File: src/sv/two_image_pixel_compositor_core_macros.svh
// Assertion macros shared by the compositor RTL.
`ifndef TWO_IMAGE_PIXEL_COMPOSITOR_CORE_MACROS_SVH
`define TWO_IMAGE_PIXEL_COMPOSITOR_CORE_MACROS_SVH

// Same-cycle implication, disabled in reset.
`define TIPC_ASSERT_NOW(label, clk, rst_n, ante, cons, msg) \
    label: assert property (@(posedge clk) disable iff (!rst_n) (ante) |-> (cons)) \
        else $error(msg);

// Next-cycle implication, disabled in reset.
`define TIPC_ASSERT_NEXT(label, clk, rst_n, ante, cons, msg) \
    label: assert property (@(posedge clk) disable iff (!rst_n) (ante) |=> (cons)) \
        else $error(msg);

`endif

File: src/sv/tipc_pkg.sv
// Shared types and constants of the two-image pixel compositor.
package tipc_pkg;

    localparam int PIX_W   = 16;
    localparam int ALPHA_W = 17;
    localparam int TILE_W  = 13;
    localparam int MODE_W  = 2;
    localparam int CFG_W   = 17;

    localparam logic [ALPHA_W-1:0] ALPHA_ONE = 17'h10000;

    // Mode register codes
    localparam logic [MODE_W-1:0] MODE_SINGLE  = 2'd0;
    localparam logic [MODE_W-1:0] MODE_BLEND   = 2'd1;
    localparam logic [MODE_W-1:0] MODE_CHECKER = 2'd2;

    // Register indexes on the configuration port
    typedef enum logic [2:0] {
        REG_MODE        = 3'd0,
        REG_ALPHA       = 3'd1,
        REG_FIXED_LOW   = 3'd2,
        REG_FIXED_HIGH  = 3'd3,
        REG_MOVING_LOW  = 3'd4,
        REG_MOVING_HIGH = 3'd5,
        REG_INNER_TILE  = 3'd6,
        REG_OUTER_TILE  = 3'd7
    } reg_idx_t;

    // Operation chosen by the front end for each beat
    typedef enum logic [1:0] {
        OP_SCALE  = 2'd0,
        OP_BLEND  = 2'd1,
        OP_PASS_F = 2'd2,
        OP_PASS_M = 2'd3
    } op_t;

    typedef struct packed {
        logic [MODE_W-1:0]  mode;
        logic [ALPHA_W-1:0] alpha;
        logic [PIX_W-1:0]   fixed_low;
        logic [PIX_W-1:0]   fixed_high;
        logic [PIX_W-1:0]   moving_low;
        logic [PIX_W-1:0]   moving_high;
        logic [TILE_W-1:0]  inner_tile_size;
        logic [TILE_W-1:0]  outer_tile_size;
    } cfg_t;

    localparam cfg_t CFG_RESET = '{
        mode:            MODE_BLEND,
        alpha:           17'd32768,
        fixed_low:       16'd0,
        fixed_high:      16'hFFFF,
        moving_low:      16'd0,
        moving_high:     16'hFFFF,
        inner_tile_size: 13'd64,
        outer_tile_size: 13'd64
    };

    // Classified beat between front and back
    typedef struct packed {
        op_t              op;
        logic [PIX_W-1:0] fixed;
        logic [PIX_W-1:0] moving;
        logic             last;
    } item_t;

    // Finished result beat
    typedef struct packed {
        logic [PIX_W-1:0] pix;
        logic             last;
    } res_t;

endpackage

File: src/sv/two_image_pixel_compositor_core.sv
// A pushed beat is registered in the work queue and then in the result queue.
// Throughput: one pixel pair per cycle while no queue is full; the blend multiplier
// in the back end is combinational and sits between the work queue and the result queue.
// Two-entry queues let front and back stall independently.
// Reset: registers return to their defaults, tile counters to zero, queues empty.
// Top level of the two-image pixel compositor.
`include "two_image_pixel_compositor_core_macros.svh"

module two_image_pixel_compositor_core #(
    parameter int MAX_LINE_LENGTH = 4096
) (
    input  logic                         clk,
    input  logic                         rst_n,
    input  logic                         cfg_we,
    input  logic [2:0]                   cfg_idx,
    input  logic [tipc_pkg::CFG_W-1:0]   cfg_wdata,
    input  logic                         push,
    output logic                         full,
    input  logic [tipc_pkg::PIX_W-1:0]   fixed_pixel,
    input  logic [tipc_pkg::PIX_W-1:0]   moving_pixel,
    input  logic                         end_of_line,
    input  logic                         end_of_frame,
    output logic                         empty,
    input  logic                         pop,
    output logic [tipc_pkg::PIX_W-1:0]   composite_pixel,
    output logic                         frame_last
);

    localparam int QUEUE_DEPTH = 2;

    tipc_pkg::cfg_t  cfg_reg, cfg_next;
    tipc_pkg::item_t front_item, mid_head;
    tipc_pkg::res_t  back_res, out_head;
    logic            in_accept;
    logic            at_origin;
    logic            mid_empty, mid_pop;
    logic            out_full, out_push;

    // configuration registers
    always_comb
    begin
        cfg_next = cfg_reg;
        if (cfg_we)
        begin
            case (tipc_pkg::reg_idx_t'(cfg_idx))
                tipc_pkg::REG_MODE:        cfg_next.mode = cfg_wdata[1:0];
                tipc_pkg::REG_ALPHA:       cfg_next.alpha = cfg_wdata;
                tipc_pkg::REG_FIXED_LOW:   cfg_next.fixed_low = cfg_wdata[15:0];
                tipc_pkg::REG_FIXED_HIGH:  cfg_next.fixed_high = cfg_wdata[15:0];
                tipc_pkg::REG_MOVING_LOW:  cfg_next.moving_low = cfg_wdata[15:0];
                tipc_pkg::REG_MOVING_HIGH: cfg_next.moving_high = cfg_wdata[15:0];
                tipc_pkg::REG_INNER_TILE:  cfg_next.inner_tile_size = cfg_wdata[12:0];
                tipc_pkg::REG_OUTER_TILE:  cfg_next.outer_tile_size = cfg_wdata[12:0];
                default:                   cfg_next = cfg_reg;
            endcase
        end
    end

    always_ff @(posedge clk or negedge rst_n)
    begin
        if (!rst_n)
        begin
            cfg_reg <= tipc_pkg::CFG_RESET;
        end
        else
        begin
            cfg_reg <= cfg_next;
        end
    end

    assign in_accept = push && !full;

    // front end: clamp, position, classify
    tipc_front #(
        .MAX_LINE_LENGTH(MAX_LINE_LENGTH)
    ) u_front (
        .clk          (clk),
        .rst_n        (rst_n),
        .cfg          (cfg_reg),
        .accept       (in_accept),
        .fixed_pixel  (fixed_pixel),
        .moving_pixel (moving_pixel),
        .end_of_line  (end_of_line),
        .end_of_frame (end_of_frame),
        .item         (front_item),
        .at_origin    (at_origin)
    );

    // work queue between front and back
    tipc_fifo #(
        .WIDTH($bits(tipc_pkg::item_t)),
        .DEPTH(QUEUE_DEPTH)
    ) u_mid_q (
        .clk   (clk),
        .rst_n (rst_n),
        .push  (in_accept),
        .din   (front_item),
        .full  (full),
        .pop   (mid_pop),
        .dout  (mid_head),
        .empty (mid_empty)
    );

    // back end: blend arithmetic
    tipc_back u_back (
        .cfg       (cfg_reg),
        .head      (mid_head),
        .mid_empty (mid_empty),
        .mid_pop   (mid_pop),
        .out_full  (out_full),
        .out_push  (out_push),
        .res       (back_res)
    );

    // result queue toward the consumer
    tipc_fifo #(
        .WIDTH($bits(tipc_pkg::res_t)),
        .DEPTH(QUEUE_DEPTH)
    ) u_out_q (
        .clk   (clk),
        .rst_n (rst_n),
        .push  (out_push),
        .din   (back_res),
        .full  (out_full),
        .pop   (pop),
        .dout  (out_head),
        .empty (empty)
    );

    assign composite_pixel = out_head.pix;
    assign frame_last      = out_head.last;

    // a frame mark sends the tile position back to the origin
    `TIPC_ASSERT_NEXT(a_frame_resets_pos, clk, rst_n, in_accept && end_of_frame, at_origin, "tile position not cleared after frame end")
    // a full work queue means the back end is held by a waiting result
    `TIPC_ASSERT_NOW(a_back_not_idle, clk, rst_n, full, !empty, "work queue full while result queue empty")

endmodule

File: src/sv/tipc_fifo.sv
// Small synchronous queue of fixed depth, first word fall-through.
module tipc_fifo #(
    parameter int WIDTH = 8,
    parameter int DEPTH = 2
) (
    input  logic             clk,
    input  logic             rst_n,
    input  logic             push,
    input  logic [WIDTH-1:0] din,
    output logic             full,
    input  logic             pop,
    output logic [WIDTH-1:0] dout,
    output logic             empty
);

    localparam int PW = $clog2(DEPTH);
    localparam int CW = $clog2(DEPTH + 1);

    logic [WIDTH-1:0] mem [DEPTH];
    logic [PW-1:0]    wr_ptr_reg, wr_ptr_next;
    logic [PW-1:0]    rd_ptr_reg, rd_ptr_next;
    logic [CW-1:0]    count_reg, count_next;
    logic             do_push, do_pop;

    assign full    = (count_reg == CW'(DEPTH));
    assign empty   = (count_reg == '0);
    assign do_push = push && !full;
    assign do_pop  = pop && !empty;
    assign dout    = mem[rd_ptr_reg];

    // pointer and fill bookkeeping
    always_comb
    begin
        wr_ptr_next = wr_ptr_reg;
        rd_ptr_next = rd_ptr_reg;
        count_next  = count_reg;
        if (do_push)
        begin
            wr_ptr_next = (wr_ptr_reg == PW'(DEPTH - 1)) ? '0 : wr_ptr_reg + 1'b1;
        end
        if (do_pop)
        begin
            rd_ptr_next = (rd_ptr_reg == PW'(DEPTH - 1)) ? '0 : rd_ptr_reg + 1'b1;
        end
        if (do_push && !do_pop)
        begin
            count_next = count_reg + 1'b1;
        end
        else if (do_pop && !do_push)
        begin
            count_next = count_reg - 1'b1;
        end
    end

    always_ff @(posedge clk or negedge rst_n)
    begin
        if (!rst_n)
        begin
            wr_ptr_reg <= '0;
            rd_ptr_reg <= '0;
            count_reg  <= '0;
        end
        else
        begin
            wr_ptr_reg <= wr_ptr_next;
            rd_ptr_reg <= rd_ptr_next;
            count_reg  <= count_next;
        end
    end

    // storage, no reset
    always_ff @(posedge clk)
    begin
        if (do_push)
        begin
            mem[wr_ptr_reg] <= din;
        end
    end

endmodule

File: src/sv/tipc_front.sv
// Front end: clamps samples, tracks tile position and classifies each beat.
module tipc_front #(
    parameter int MAX_LINE_LENGTH = 4096
) (
    input  logic                       clk,
    input  logic                       rst_n,
    input  tipc_pkg::cfg_t             cfg,
    input  logic                       accept,
    input  logic [tipc_pkg::PIX_W-1:0] fixed_pixel,
    input  logic [tipc_pkg::PIX_W-1:0] moving_pixel,
    input  logic                       end_of_line,
    input  logic                       end_of_frame,
    output tipc_pkg::item_t            item,
    output logic                       at_origin
);

    localparam int OW = $clog2(MAX_LINE_LENGTH);
    localparam int LW = OW + 1;

    logic [OW-1:0] inner_offset_reg, inner_offset_next;
    logic [OW-1:0] outer_offset_reg, outer_offset_next;
    logic          inner_parity_reg, inner_parity_next;
    logic          outer_parity_reg, outer_parity_next;
    logic [LW-1:0] inner_len, outer_len;
    logic          inner_wrap, outer_wrap;
    logic [tipc_pkg::PIX_W-1:0] f_clamp, m_clamp;

    // zero acts as one, oversize acts as the line limit
    function automatic logic [LW-1:0] tile_len(input logic [tipc_pkg::TILE_W-1:0] size);
        logic [LW-1:0] len;
        if (size == '0)
        begin
            len = LW'(1);
        end
        else if (32'(size) > 32'(MAX_LINE_LENGTH))
        begin
            len = LW'(MAX_LINE_LENGTH);
        end
        else
        begin
            len = LW'(size);
        end
        return len;
    endfunction

    function automatic logic [tipc_pkg::PIX_W-1:0] clamp(
        input logic [tipc_pkg::PIX_W-1:0] x,
        input logic [tipc_pkg::PIX_W-1:0] lo,
        input logic [tipc_pkg::PIX_W-1:0] hi
    );
        logic [tipc_pkg::PIX_W-1:0] r;
        if (x < lo)
        begin
            r = lo;
        end
        else if (x > hi)
        begin
            r = hi;
        end
        else
        begin
            r = x;
        end
        return r;
    endfunction

    assign inner_len  = tile_len(cfg.inner_tile_size);
    assign outer_len  = tile_len(cfg.outer_tile_size);
    assign inner_wrap = ({1'b0, inner_offset_reg} + 1'b1) >= inner_len;
    assign outer_wrap = ({1'b0, outer_offset_reg} + 1'b1) >= outer_len;
    assign f_clamp    = clamp(fixed_pixel, cfg.fixed_low, cfg.fixed_high);
    assign m_clamp    = clamp(moving_pixel, cfg.moving_low, cfg.moving_high);
    assign at_origin  = (inner_offset_reg == '0) && (outer_offset_reg == '0)
                        && !inner_parity_reg && !outer_parity_reg;

    // classify with the position as it stood before this beat
    always_comb
    begin
        item.fixed  = f_clamp;
        item.moving = m_clamp;
        item.last   = end_of_frame;
        case (cfg.mode)
            tipc_pkg::MODE_SINGLE:  item.op = tipc_pkg::OP_SCALE;
            tipc_pkg::MODE_CHECKER: item.op = (inner_parity_reg == outer_parity_reg) ?
                                              tipc_pkg::OP_PASS_F : tipc_pkg::OP_PASS_M;
            default:                item.op = tipc_pkg::OP_BLEND;
        endcase
    end

    // position counters: frame mark wins over line mark
    always_comb
    begin
        inner_offset_next = inner_offset_reg;
        inner_parity_next = inner_parity_reg;
        outer_offset_next = outer_offset_reg;
        outer_parity_next = outer_parity_reg;
        if (accept)
        begin
            if (end_of_frame)
            begin
                inner_offset_next = '0;
                inner_parity_next = 1'b0;
                outer_offset_next = '0;
                outer_parity_next = 1'b0;
            end
            else if (end_of_line)
            begin
                inner_offset_next = '0;
                inner_parity_next = 1'b0;
                if (outer_wrap)
                begin
                    outer_offset_next = '0;
                    outer_parity_next = !outer_parity_reg;
                end
                else
                begin
                    outer_offset_next = outer_offset_reg + 1'b1;
                end
            end
            else if (inner_wrap)
            begin
                inner_offset_next = '0;
                inner_parity_next = !inner_parity_reg;
            end
            else
            begin
                inner_offset_next = inner_offset_reg + 1'b1;
            end
        end
    end

    always_ff @(posedge clk or negedge rst_n)
    begin
        if (!rst_n)
        begin
            inner_offset_reg <= '0;
            inner_parity_reg <= 1'b0;
            outer_offset_reg <= '0;
            outer_parity_reg <= 1'b0;
        end
        else
        begin
            inner_offset_reg <= inner_offset_next;
            inner_parity_reg <= inner_parity_next;
            outer_offset_reg <= outer_offset_next;
            outer_parity_reg <= outer_parity_next;
        end
    end

endmodule

File: src/sv/tipc_back.sv
// Back end: moves beats from the work queue to the result queue and scales, blends or passes them.
module tipc_back (
    input  tipc_pkg::cfg_t  cfg,
    input  tipc_pkg::item_t head,
    input  logic            mid_empty,
    output logic            mid_pop,
    input  logic            out_full,
    output logic            out_push,
    output tipc_pkg::res_t  res
);

    logic [tipc_pkg::ALPHA_W-1:0] a_sat;
    logic signed [17:0]           a_s;
    logic signed [16:0]           diff;
    logic [31:0]                  base;
    logic signed [34:0]           prod;
    logic signed [34:0]           acc;

    // transfer whenever a beat waits and the result queue has room
    assign mid_pop  = !mid_empty && !out_full;
    assign out_push = mid_pop;

    // alpha above one saturates
    assign a_sat = (cfg.alpha > tipc_pkg::ALPHA_ONE) ? tipc_pkg::ALPHA_ONE : cfg.alpha;
    assign a_s   = $signed({1'b0, a_sat});

    // a*f + (1-a)*m folded to m*one + a*(f-m): one multiplier
    always_comb
    begin
        if (head.op == tipc_pkg::OP_SCALE)
        begin
            diff = $signed({1'b0, head.fixed});
            base = '0;
        end
        else
        begin
            diff = $signed({1'b0, head.fixed}) - $signed({1'b0, head.moving});
            base = {head.moving, 16'h0000};
        end
    end

    assign prod = a_s * diff;
    assign acc  = prod + $signed({3'b000, base}) + $signed(35'd32768);

    // select result by operation
    always_comb
    begin
        res.last = head.last;
        case (head.op)
            tipc_pkg::OP_PASS_F: res.pix = head.fixed;
            tipc_pkg::OP_PASS_M: res.pix = head.moving;
            default:             res.pix = acc[31:16];
        endcase
    end

endmodule
File: config.mk
export PLATFORM = sky130hd
export DESIGN_NAME = two_image_pixel_compositor_core
export DESIGN_NICKNAME = d
export VERILOG_FILES = /design/src/sv/tipc_pkg.sv /design/src/sv/two_image_pixel_compositor_core.sv /design/src/sv/tipc_fifo.sv /design/src/sv/tipc_front.sv /design/src/sv/tipc_back.sv
export VERILOG_INCLUDE_DIRS = /design/src /design/src/sv
export SDC_FILE = /design/constraint.sdc
export NUM_CORES = 1
export LEC_CHECK = 0
export BUFFER_PORTS_ARGS = -buffer_cell sky130_fd_sc_hd__buf_2
export CORE_UTILIZATION = 35
export DETAILED_ROUTE_END_ITERATION = 10
export GPL_TIMING_DRIVEN = 0
export PLACE_DENSITY = 0.62
export SLEW_MARGIN = 20
export SYNTH_ARGS = -nofsm -noshare
export SYNTH_HDL_FRONTEND = slang
export SYNTH_SLANG_ARGS = --single-unit
File: constraint.sdc
create_clock -name clk -period 25 [get_ports clk]
set_input_delay 3.75 -clock clk [delete_from_list [all_inputs] [get_ports clk]]
set_output_delay 3.75 -clock clk [all_outputs]
set_load 0.1 [all_outputs]
Word-level counts from Yosys, hierarchy flattened
Memory sizes are Yosys's and may differ from the RTL's.
Cells that the tools add are included.
{ "word_totals": {"output_inout_bits": 19, "reg_bits": 143, "mem_bits_ro": 0, "wordCells": 139, "inputBits": 59, "mem_count": 2, "latchBits": 0, "ramBits": 104} }
{ "op_classes": {"n_eq_ne": 13, "n_reduce_logical": 43, "mul": 1, "shift": 0, "n_bitwise": 0, "order_cmp": 9, "n_mux": 38, "add_sub_neg": 15, "n_div": 0} }
{ "memory_table": {"columns": ["name", "words", "width", "read_ports", "rd_clocked_by_memory_dff", "wr", "line", "source"], "rows": [
  ["u_mid_q.mem", 2, 35, 1, 0, 1, "tipc_fifo.sv:19", "logic [WIDTH-1:0] mem [DEPTH];"],
  ["u_out_q.mem", 2, 17, 1, 0, 1, "tipc_fifo.sv:19", null]
]} }
{ "op_table": {"columns": ["operator", "count"], "rows": [
  ["12-bit two-way mux", 6],
  ["16-bit two-way mux", 4],
  ["13-bit two-way mux", 4],
  ["17-bit two-way mux", 2],
  ["32-bit by 17-bit adder with 32-bit output (second input constant)", 1],
  ["32-bit adder", 1],
  ["16-bit greater-than comparator", 2],
  ["16-bit less-than comparator", 2],
  ["18-bit by 17-bit multiplier with 32-bit output", 1],
  ["32-bit two-way mux", 1],
  ["16-bit one-hot mux with 2 select lines", 1],
  ["12-bit by 1-bit adder with 13-bit output (second input constant)", 2],
  ["13-bit greater-or-equal comparator", 2],
  ["13-bit greater-than comparator (second input constant)", 2],
  ["13-bit logical NOT", 2],
  ["12-bit by 1-bit adder with 12-bit output (second input constant)", 2],
  ["2-bit AND reduction", 10],
  ["17-bit greater-than comparator (second input constant)", 1],
  ["16-bit by 16-bit subtractor with 17-bit output", 1],
  ["1-bit two-way mux", 15],
  ["3-bit == test (second input constant)", 4],
  ["2-bit == test (second input constant)", 5],
  ["1-bit logical AND", 10],
  ["1-bit logical NOT", 10],
  ["other kinds (13)", 28]
]} }

Longest topological paths before layout
Gate-level depths: netlist of run 1.
{ "depth": {"word_depth": 8, "mapped_depth": 40, "ltp_nobuf": 37} }

Hierarchy
From an unflattened synthesis of run 1, not the netlist that was laid out.
{ "hier_totals": {"hier_cells": 2346, "area_unflattened_um2": 24322.1} }
{ "by_module_without_submodules": {"columns": ["mod", "instances", "area_per_inst_um2", "seq_area_each_um2", "cells_each"], "rows": [
  ["tipc_back", 1, 11046.8, 0.0, 1365],
  ["tipc_front", 1, 4600.7, 650.6, 542],
  ["two_image_pixel_compositor_core", 1, 4327.9, 2772.7, 239],
  ["tipc_fifo at u_mid_q", 1, 2872.8, 2202.1, 128],
  ["tipc_fifo at u_out_q", 1, 1473.9, 1121.1, 72]
]} }

Least setup slack after synthesis of run 1
Ideal clock, no wire load.
{ "synth_timing": {"path_kind": "register -> register", "startpoint": "register u_mid_q.rd_ptr_reg", "endpoint": "memory u_out_q.mem[0][12] (netlist bit), data pin", "arrival_time_ps": 9213, "period_less_slack_ps": 9489, "path_slack_ps": 15511, "n_path_buf": 3, "setup_time_ps": 276, "required_time_ps": 24724, "stages_incl_launch_ff": 37, "cell_sequence": "dfrtp_1 > buf_2 > buf_1 > clkbuf_1 > mux2i_1 > ha_1 > o21a_1 > o31a_1 > o41ai_2 > o21ai_1 > a21o_1 > a21o_1 > a21o_1 > a21oi_1 > xnor2_1 > o21a_1 > nand2_1 > fa_1 > fa_1 > inv_1 > fa_1 > fa_1 > fa_1 > inv_1 > fa_1 > inv_1 > ha_1 > a2111oi_0 > a21oi_1 > nor2b_1 > a31oi_1 > a41o_1 > o21ai_1 > a21oi_1 > nor2_1 > xor2_1 > a21oi_1"} }
{ "synth_lines": {"columns": ["element", "line", "source"], "rows": [
  ["start, declared", "tipc_fifo.sv:21", "logic [PW-1:0] rd_ptr_reg, rd_ptr_next;"],
  ["start signal, assigned", "tipc_fifo.sv:66", "rd_ptr_reg <= rd_ptr_next;"],
  ["end, declared", "tipc_fifo.sv:19", null]
]} }

==> results of run 1 <==
==> layout make-up <==
cell class	count	share of cell area (%)
buffer	77	1.167
clock buffer	30	2.582
clock inverter	18	1.253
inverter	417	5.983
multi-input combinational	1653	57.29
sequential	247	25.79
tap	864	4.132
timing repair buffer	80	1.803
==> critical path: cells and delay by family, from the launching register on <==
kind | cells | cell delay, ns
compound gates | 13 | 3.00
xor+xnor | 3 | 0.53
fa+ha+maj | 8 | 3.92
buf+inv | 7 | 2.28
flops | 1 | 0.45
mux | 2 | 1.41
simple gates | 1 | 0.15
==> cell usage after synthesis, types with 26 or more instances <==
cell / n
and2_1: 43
xor2_1: 27
ha_1: 225
nand2_1: 291
mux2i_1: 99
fa_1: 240
o21ai_0: 84
mux2_2: 113
nor2_1: 176
edfxtp_1: 104
a21oi_1: 65
clkbuf_1: 62
dfrtp_1: 107
inv_1: 416
xnor2_1: 33
dfstp_2: 36
a21o_1: 26
==> per-layer routing <==
| metal | up-vias | part of all wire [%] |
|---|---|---|
| li1 | 7997 | - |
| met1 | 8314 | 44 |
| met2 | 434 | 47 |
| met3 | 98 | 5.7 |
| met4 | 6 | 2.9 |
| met5 | - | 0.058 |
==> placed cells by master, fill, tap and decap left out, drive strengths merged, types with 6 or more instances in the layout <==
master    n
dfrtp   107
and3     12
a21o     26
mux2    113
a21oi    66
nor3     22
mux2i    99
clkbuf   93
clkinv    7
buf      94
inv     418
nand2   291
a211oi    6
ha      225
o21a     18
nor2    176
fa      240
o21ai    91
xnor2    33
nor2b    25
nand4    20
edfxtp  104
and2     43
o31ai     7
dfstp    36
nand2b   22
nand3    22
bufinv    8
nor4     13
xor2     27
==> worst max path at each step <==
| stage | start | slack [ns] | cells past startpoint | endpoint |
|---|---|---|---|---|
| floorplan | u_mid_q.rd_ptr_reg | 15.51 | 36 | u_out_q.mem[0][12] |
| global placement | u_mid_q.rd_ptr_reg | 12.92 | 34 | u_out_q.mem[0][16] |
| detailed placement | u_mid_q.rd_ptr_reg | 12.96 | 34 | u_out_q.mem[0][16] |
| CTS | u_mid_q.rd_ptr_reg | 12.92 | 34 | u_out_q.mem[0][16] |
| global route | u_mid_q.rd_ptr_reg | 12.47 | 35 | u_out_q.mem[1][12] |
| finish | u_mid_q.rd_ptr_reg | 12.94 | 34 | u_out_q.mem[0][16] |
==> metrics by stage <==
step	std cells	utilization (%)
CTS	3385	39.49
global route	3386	39.51
floorplan	2394	-
detailed placement	3337	37.98
global placement	3333	37.81
finish	3386	39.51
==> logic make-up after synthesis <==
group,synth area share [%]
AND/OR/NAND/NOR,12.40
AO/OA/AOI/OAI,6.914
XOR/XNOR,2.229
multiplexers,9.599
flip-flops,28.61
buffers and inverters,7.933
adder cells (fa/ha/maj),32.31
==> reports/metrics.cfg, run 1 <==
[detailed_routing]
post-route-drc-count = 0
ant_nets = 0
drt_iter0_drc = 889
routed_via_density = 4.976
first_pass_iters = 6
num_vias = 16849
wl_mm = 60.73
wire_per_inst_microns = 17.94

[synthesis]
yosys.area.top_type_share_pct = 20.38
synth.distinct_cells = 68
synth_area_sq_um = 23580
syn-instance-count = 2394
synth_top_cell_by_area = fa_1
synth_edf_count = 104
avgSynthCellArea_sq_um = 9.850
synth_area_leaders = fa_1 20%, edfxtp_1 13%, ha_1 12%
synth-seq-cells = 247
ys.flop_type = dfrtp_1
async_reset_ff_share_pct = 57.89
synth.net_count = 2918
seq_area_frac_synth_pct = 28.61
yosysWarnings = 0

[sta]
worst_slack_ns = 12.94
setup_viol = 0
max_freq_ghz = 0.08295
rsz0062_at_grt = no
finalCriticalPeriod_ns = 12.06
slew-limit-headroom_pct = 21.94
min_period_over_period_pct = 48.22
slew_viol_final = 0
worst_pin_slew_ns = 1.171
fin_tns_setup_ns = 0
hold_viol = 0
fin_skew_ns = 0.01425
whs_ns = 0.5014

[clock_tree]
clkTransAtPathRegs_ns = 0.06
insertion_delay_ns = 0.56
ctsResizeCount = 0
cts_setup_buffers = 0
cts_tree = done
cts_inserted_buffers = 26
clk_path_buf_depth = 3
root_buffer = clkbuf_16
htreeDepth = 1
cts.sinks = 247
ctsHoldBuffers = 0

[min_path]
holdPathEnd = u_mid_q.count_reg[1]
hold_class = reg2reg
worstHoldPathCells = 1
min_from = u_mid_q.count_reg[1]

[layout]
regArea_sq_um = 6746
fillers = 6545
layout-drive-gt1-share_pct = 12.05
largest_reg_flops = 109
fin_nets = 3026
fin_area_sq_um = 26160
syn_to_final_growth_pct = 10.95
multi_input_area_sq_um = 14990
antenna_cells = 0

[worst_setup_path]
cp_slowest_cell = mux2i_1
startpoint_type = register
crit_type = reg2reg
worstReg2RegStart = u_mid_q.rd_ptr_reg
crit_path_end_kind = register
r2r_slack_ns = 12.94
timing.rr.end = u_out_q.mem[0][16]
reg2reg_depth = 34
crit_fanout = 10
crit_required_ns = 25.26
max_stage_delay_ns = 0.87
cp_common_cell = fa_1
critPathArrivalTime_ns = 12.32

[floorplanning]
core_sq_um = 66220
start_util_pct = 35.61
fp.dieW_microns = 261.6
dieArea_sq_um = 68410
ios = 78
fp-row-count = 94
fp.dieH_microns = 261.6

[global_route]
grt_use_met2_pct = 30.46
grt_pass1_vias = 17093
grt_start_max_net_pins = 98
use_met1_pct = 24.49
grt_overflow_total = 0
grt.busiest_layer = met2
grt_pass1_wl_mm = 96.17
use_met3_pct = 2.962
antenna_found_initial = 3
grt_use_total_pct = 18.20

[placement]
dp_worst_setup_slack_ns = 12.96
place_congestion = 0.9069
portBuffers = 75
post-dp-hpwl_mm = 48.97
place_area_sq_um = 25150

[job]
max-cap-violations = 0

[run_status]
status = finished, final reports clean

Power of run 1 is not shown: default switching activity piles up to over one toggle a cycle in this logic, so the estimate is an artifact.
==> run 2: changes to the inputs <==
Clock period 25 ns to 11.6 ns, I/O delays scaled along.
==> run 2 against run 1 <==
Final cell count stayed put; clock-buffer cell count stayed put; hold slack hardly changed; die area stayed put; utilization hardly changed; clock skew hardly changed; non-clock buffer count stayed put.
==> reports/metrics.cfg, run 2 (same netlist as run 1, synthesis figures left out) <==
[layout]
fillers = 6540  ; -0.076%
largest_reg_flops = 109  ; unchanged
layout_common_cells = 416 x inv_1, 291 x nand2_1, 240 x fa_1, 225 x ha_1, 173 x nor2_1
syn_to_final_growth_pct = 11.02  ; about the same
final_common_cell = inv_1
antenna_cells = 0  ; unchanged
layout-drive-gt1-share_pct = 12.37  ; +0.32 points
fin_nets = 3026  ; unchanged

[sta]
min_period_over_period_pct = 95.80  ; +48 points
slew-limit-headroom_pct = 35.58  ; +14 points
max_freq_ghz = 0.08999  ; +8.5%
hold_viol = 0  ; unchanged
slew_viol_final = 0  ; unchanged
finalCriticalPeriod_ns = 11.11  ; -0.9435 ns
fin_tns_setup_ns = 0  ; unchanged
rsz0062_at_grt = no
worst_pin_slew_ns = 0.9662  ; -0.2046 ns
setup_viol = 0  ; unchanged
fin_skew_ns = 0.01463  ; +0.0003791 ns

[worst_setup_path]
crit_fanout = 10  ; unchanged
crit_type = reg2reg
crit_family = adder cells
cp_slowest_cell = fa_1
critPathArrivalTime_ns = 11.38  ; -0.94 ns
max_stage_delay_ns = 0.57  ; -0.30 ns
crit_path_end_kind = register
crit_required_ns = 11.87  ; -13.39 ns
path_buf_inv = 7  ; unchanged
cp_common_cell = fa_1
startpoint_type = register

[min_path]
hold_class = reg2reg

[floorplanning]
fp-row-count = 94  ; unchanged
start_util_pct = 35.61  ; unchanged
dieArea_sq_um = 68410  ; unchanged
fp.dieW_microns = 261.6  ; unchanged
fp.dieH_microns = 261.6  ; unchanged
core_sq_um = 66220  ; unchanged
ios = 78  ; unchanged

[detailed_routing]
post-route-drc-count = 0  ; unchanged
routed_via_density = 4.979  ; about the same
wl_mm = 60.66  ; -0.12%
first_pass_iters = 7  ; +1
drt_iter0_drc = 933  ; +4.9%
ant_nets = 0  ; unchanged
wire_per_inst_microns = 17.91  ; -0.12%
num_vias = 16860  ; +0.065%

[clock_tree]
insertion_delay_ns = 0.56  ; about the same
cts_tree = done
clk_path_buf_depth = 3  ; unchanged
root_buffer = clkbuf_16
cts.sinks = 247  ; unchanged
cts_setup_buffers = 0  ; unchanged
clkTransAtPathRegs_ns = 0.06  ; about the same
htreeDepth = 1  ; unchanged
cts_inserted_buffers = 26  ; unchanged

[global_route]
grt_overflow_total = 0  ; unchanged
grt_use_total_pct = 18.20  ; about the same
grt_start_max_net_pins = 98  ; unchanged
antenna_found_initial = 3  ; unchanged
grt_pass1_vias = 17093  ; unchanged
grt_pass1_wl_mm = 96.16  ; about the same

[placement]
portBuffers = 75  ; unchanged
post-dp-hpwl_mm = 48.97  ; unchanged
place_congestion = 0.9069  ; unchanged

[run_status]
status = finished, final reports clean

[job]
max-cap-violations = 0  ; unchanged

## run 2: changes by cell type in the layout (fill, tap and decap cells not counted), sizes merged
cell    delta
buf        -1
clkbuf     +1
## run 2: timing repair
action	4_1_cts	5_1_grt
hold buffers	0	0
resized for setup	3	7
setup endpoints to repair	18	16
## run 2: worst paths after layout
kind / startpoint / end / slack, ns / cells past startpoint
worst max-delay path: u_mid_q.rd_ptr_reg / u_out_q.mem[0][16] / 0.49 / 36
worst min-delay path: u_mid_q.count_reg[1] / u_mid_q.count_reg[1] / 0.50 / 1
worst max register to register: u_mid_q.rd_ptr_reg / u_out_q.mem[0][16] / 0.49 / 36
worst min register to register: u_mid_q.count_reg[1] / u_mid_q.count_reg[1] / 0.50 / 1
max in group asynchronous: rst_n / cfg_reg[27] / 9.69 / 2
min in group asynchronous: rst_n / u_front.inner_offset_reg[10] / 1.08 / 1
## run 2: cell type report
class,instances,area [sq um],share of cell area [%]
flip-flops and latches,247,6746,25.77
clock inverters,18,327.8,1.252
multi-input cells,1653,15000,57.30
well taps,864,1081,4.129
repair buffers,80,471.7,1.802
plain buffers,77,311.5,1.190
inverters,417,1565,5.979
clock buffers,30,675.6,2.581
## run 2: routing by layer
metal / routed length, microns / track usage, %
met3: 3443 / 2.962
met5: 35 / 0
met4: 1650 / 4.441
met2: 28580 / 30.47
met1: 26950 / 24.49
## run 2: through the flow
step	hold slack (ns)	std cells	utilization [%]	setup WS, ns	instance area [sq um]
global route	0.5316	3386	39.54	0.06707	26180
detailed placement	0.4917	3337	37.98	-0.4370	25150
global placement	0.4756	3333	37.81	-0.4838	25040
finish	0.5014	3386	39.54	0.4878	26180
CTS	0.5072	3385	39.50	0.1453	26160
floorplan	0.4603	2394	-	2.111	23580
Power of run 2 is left out for the same reason.
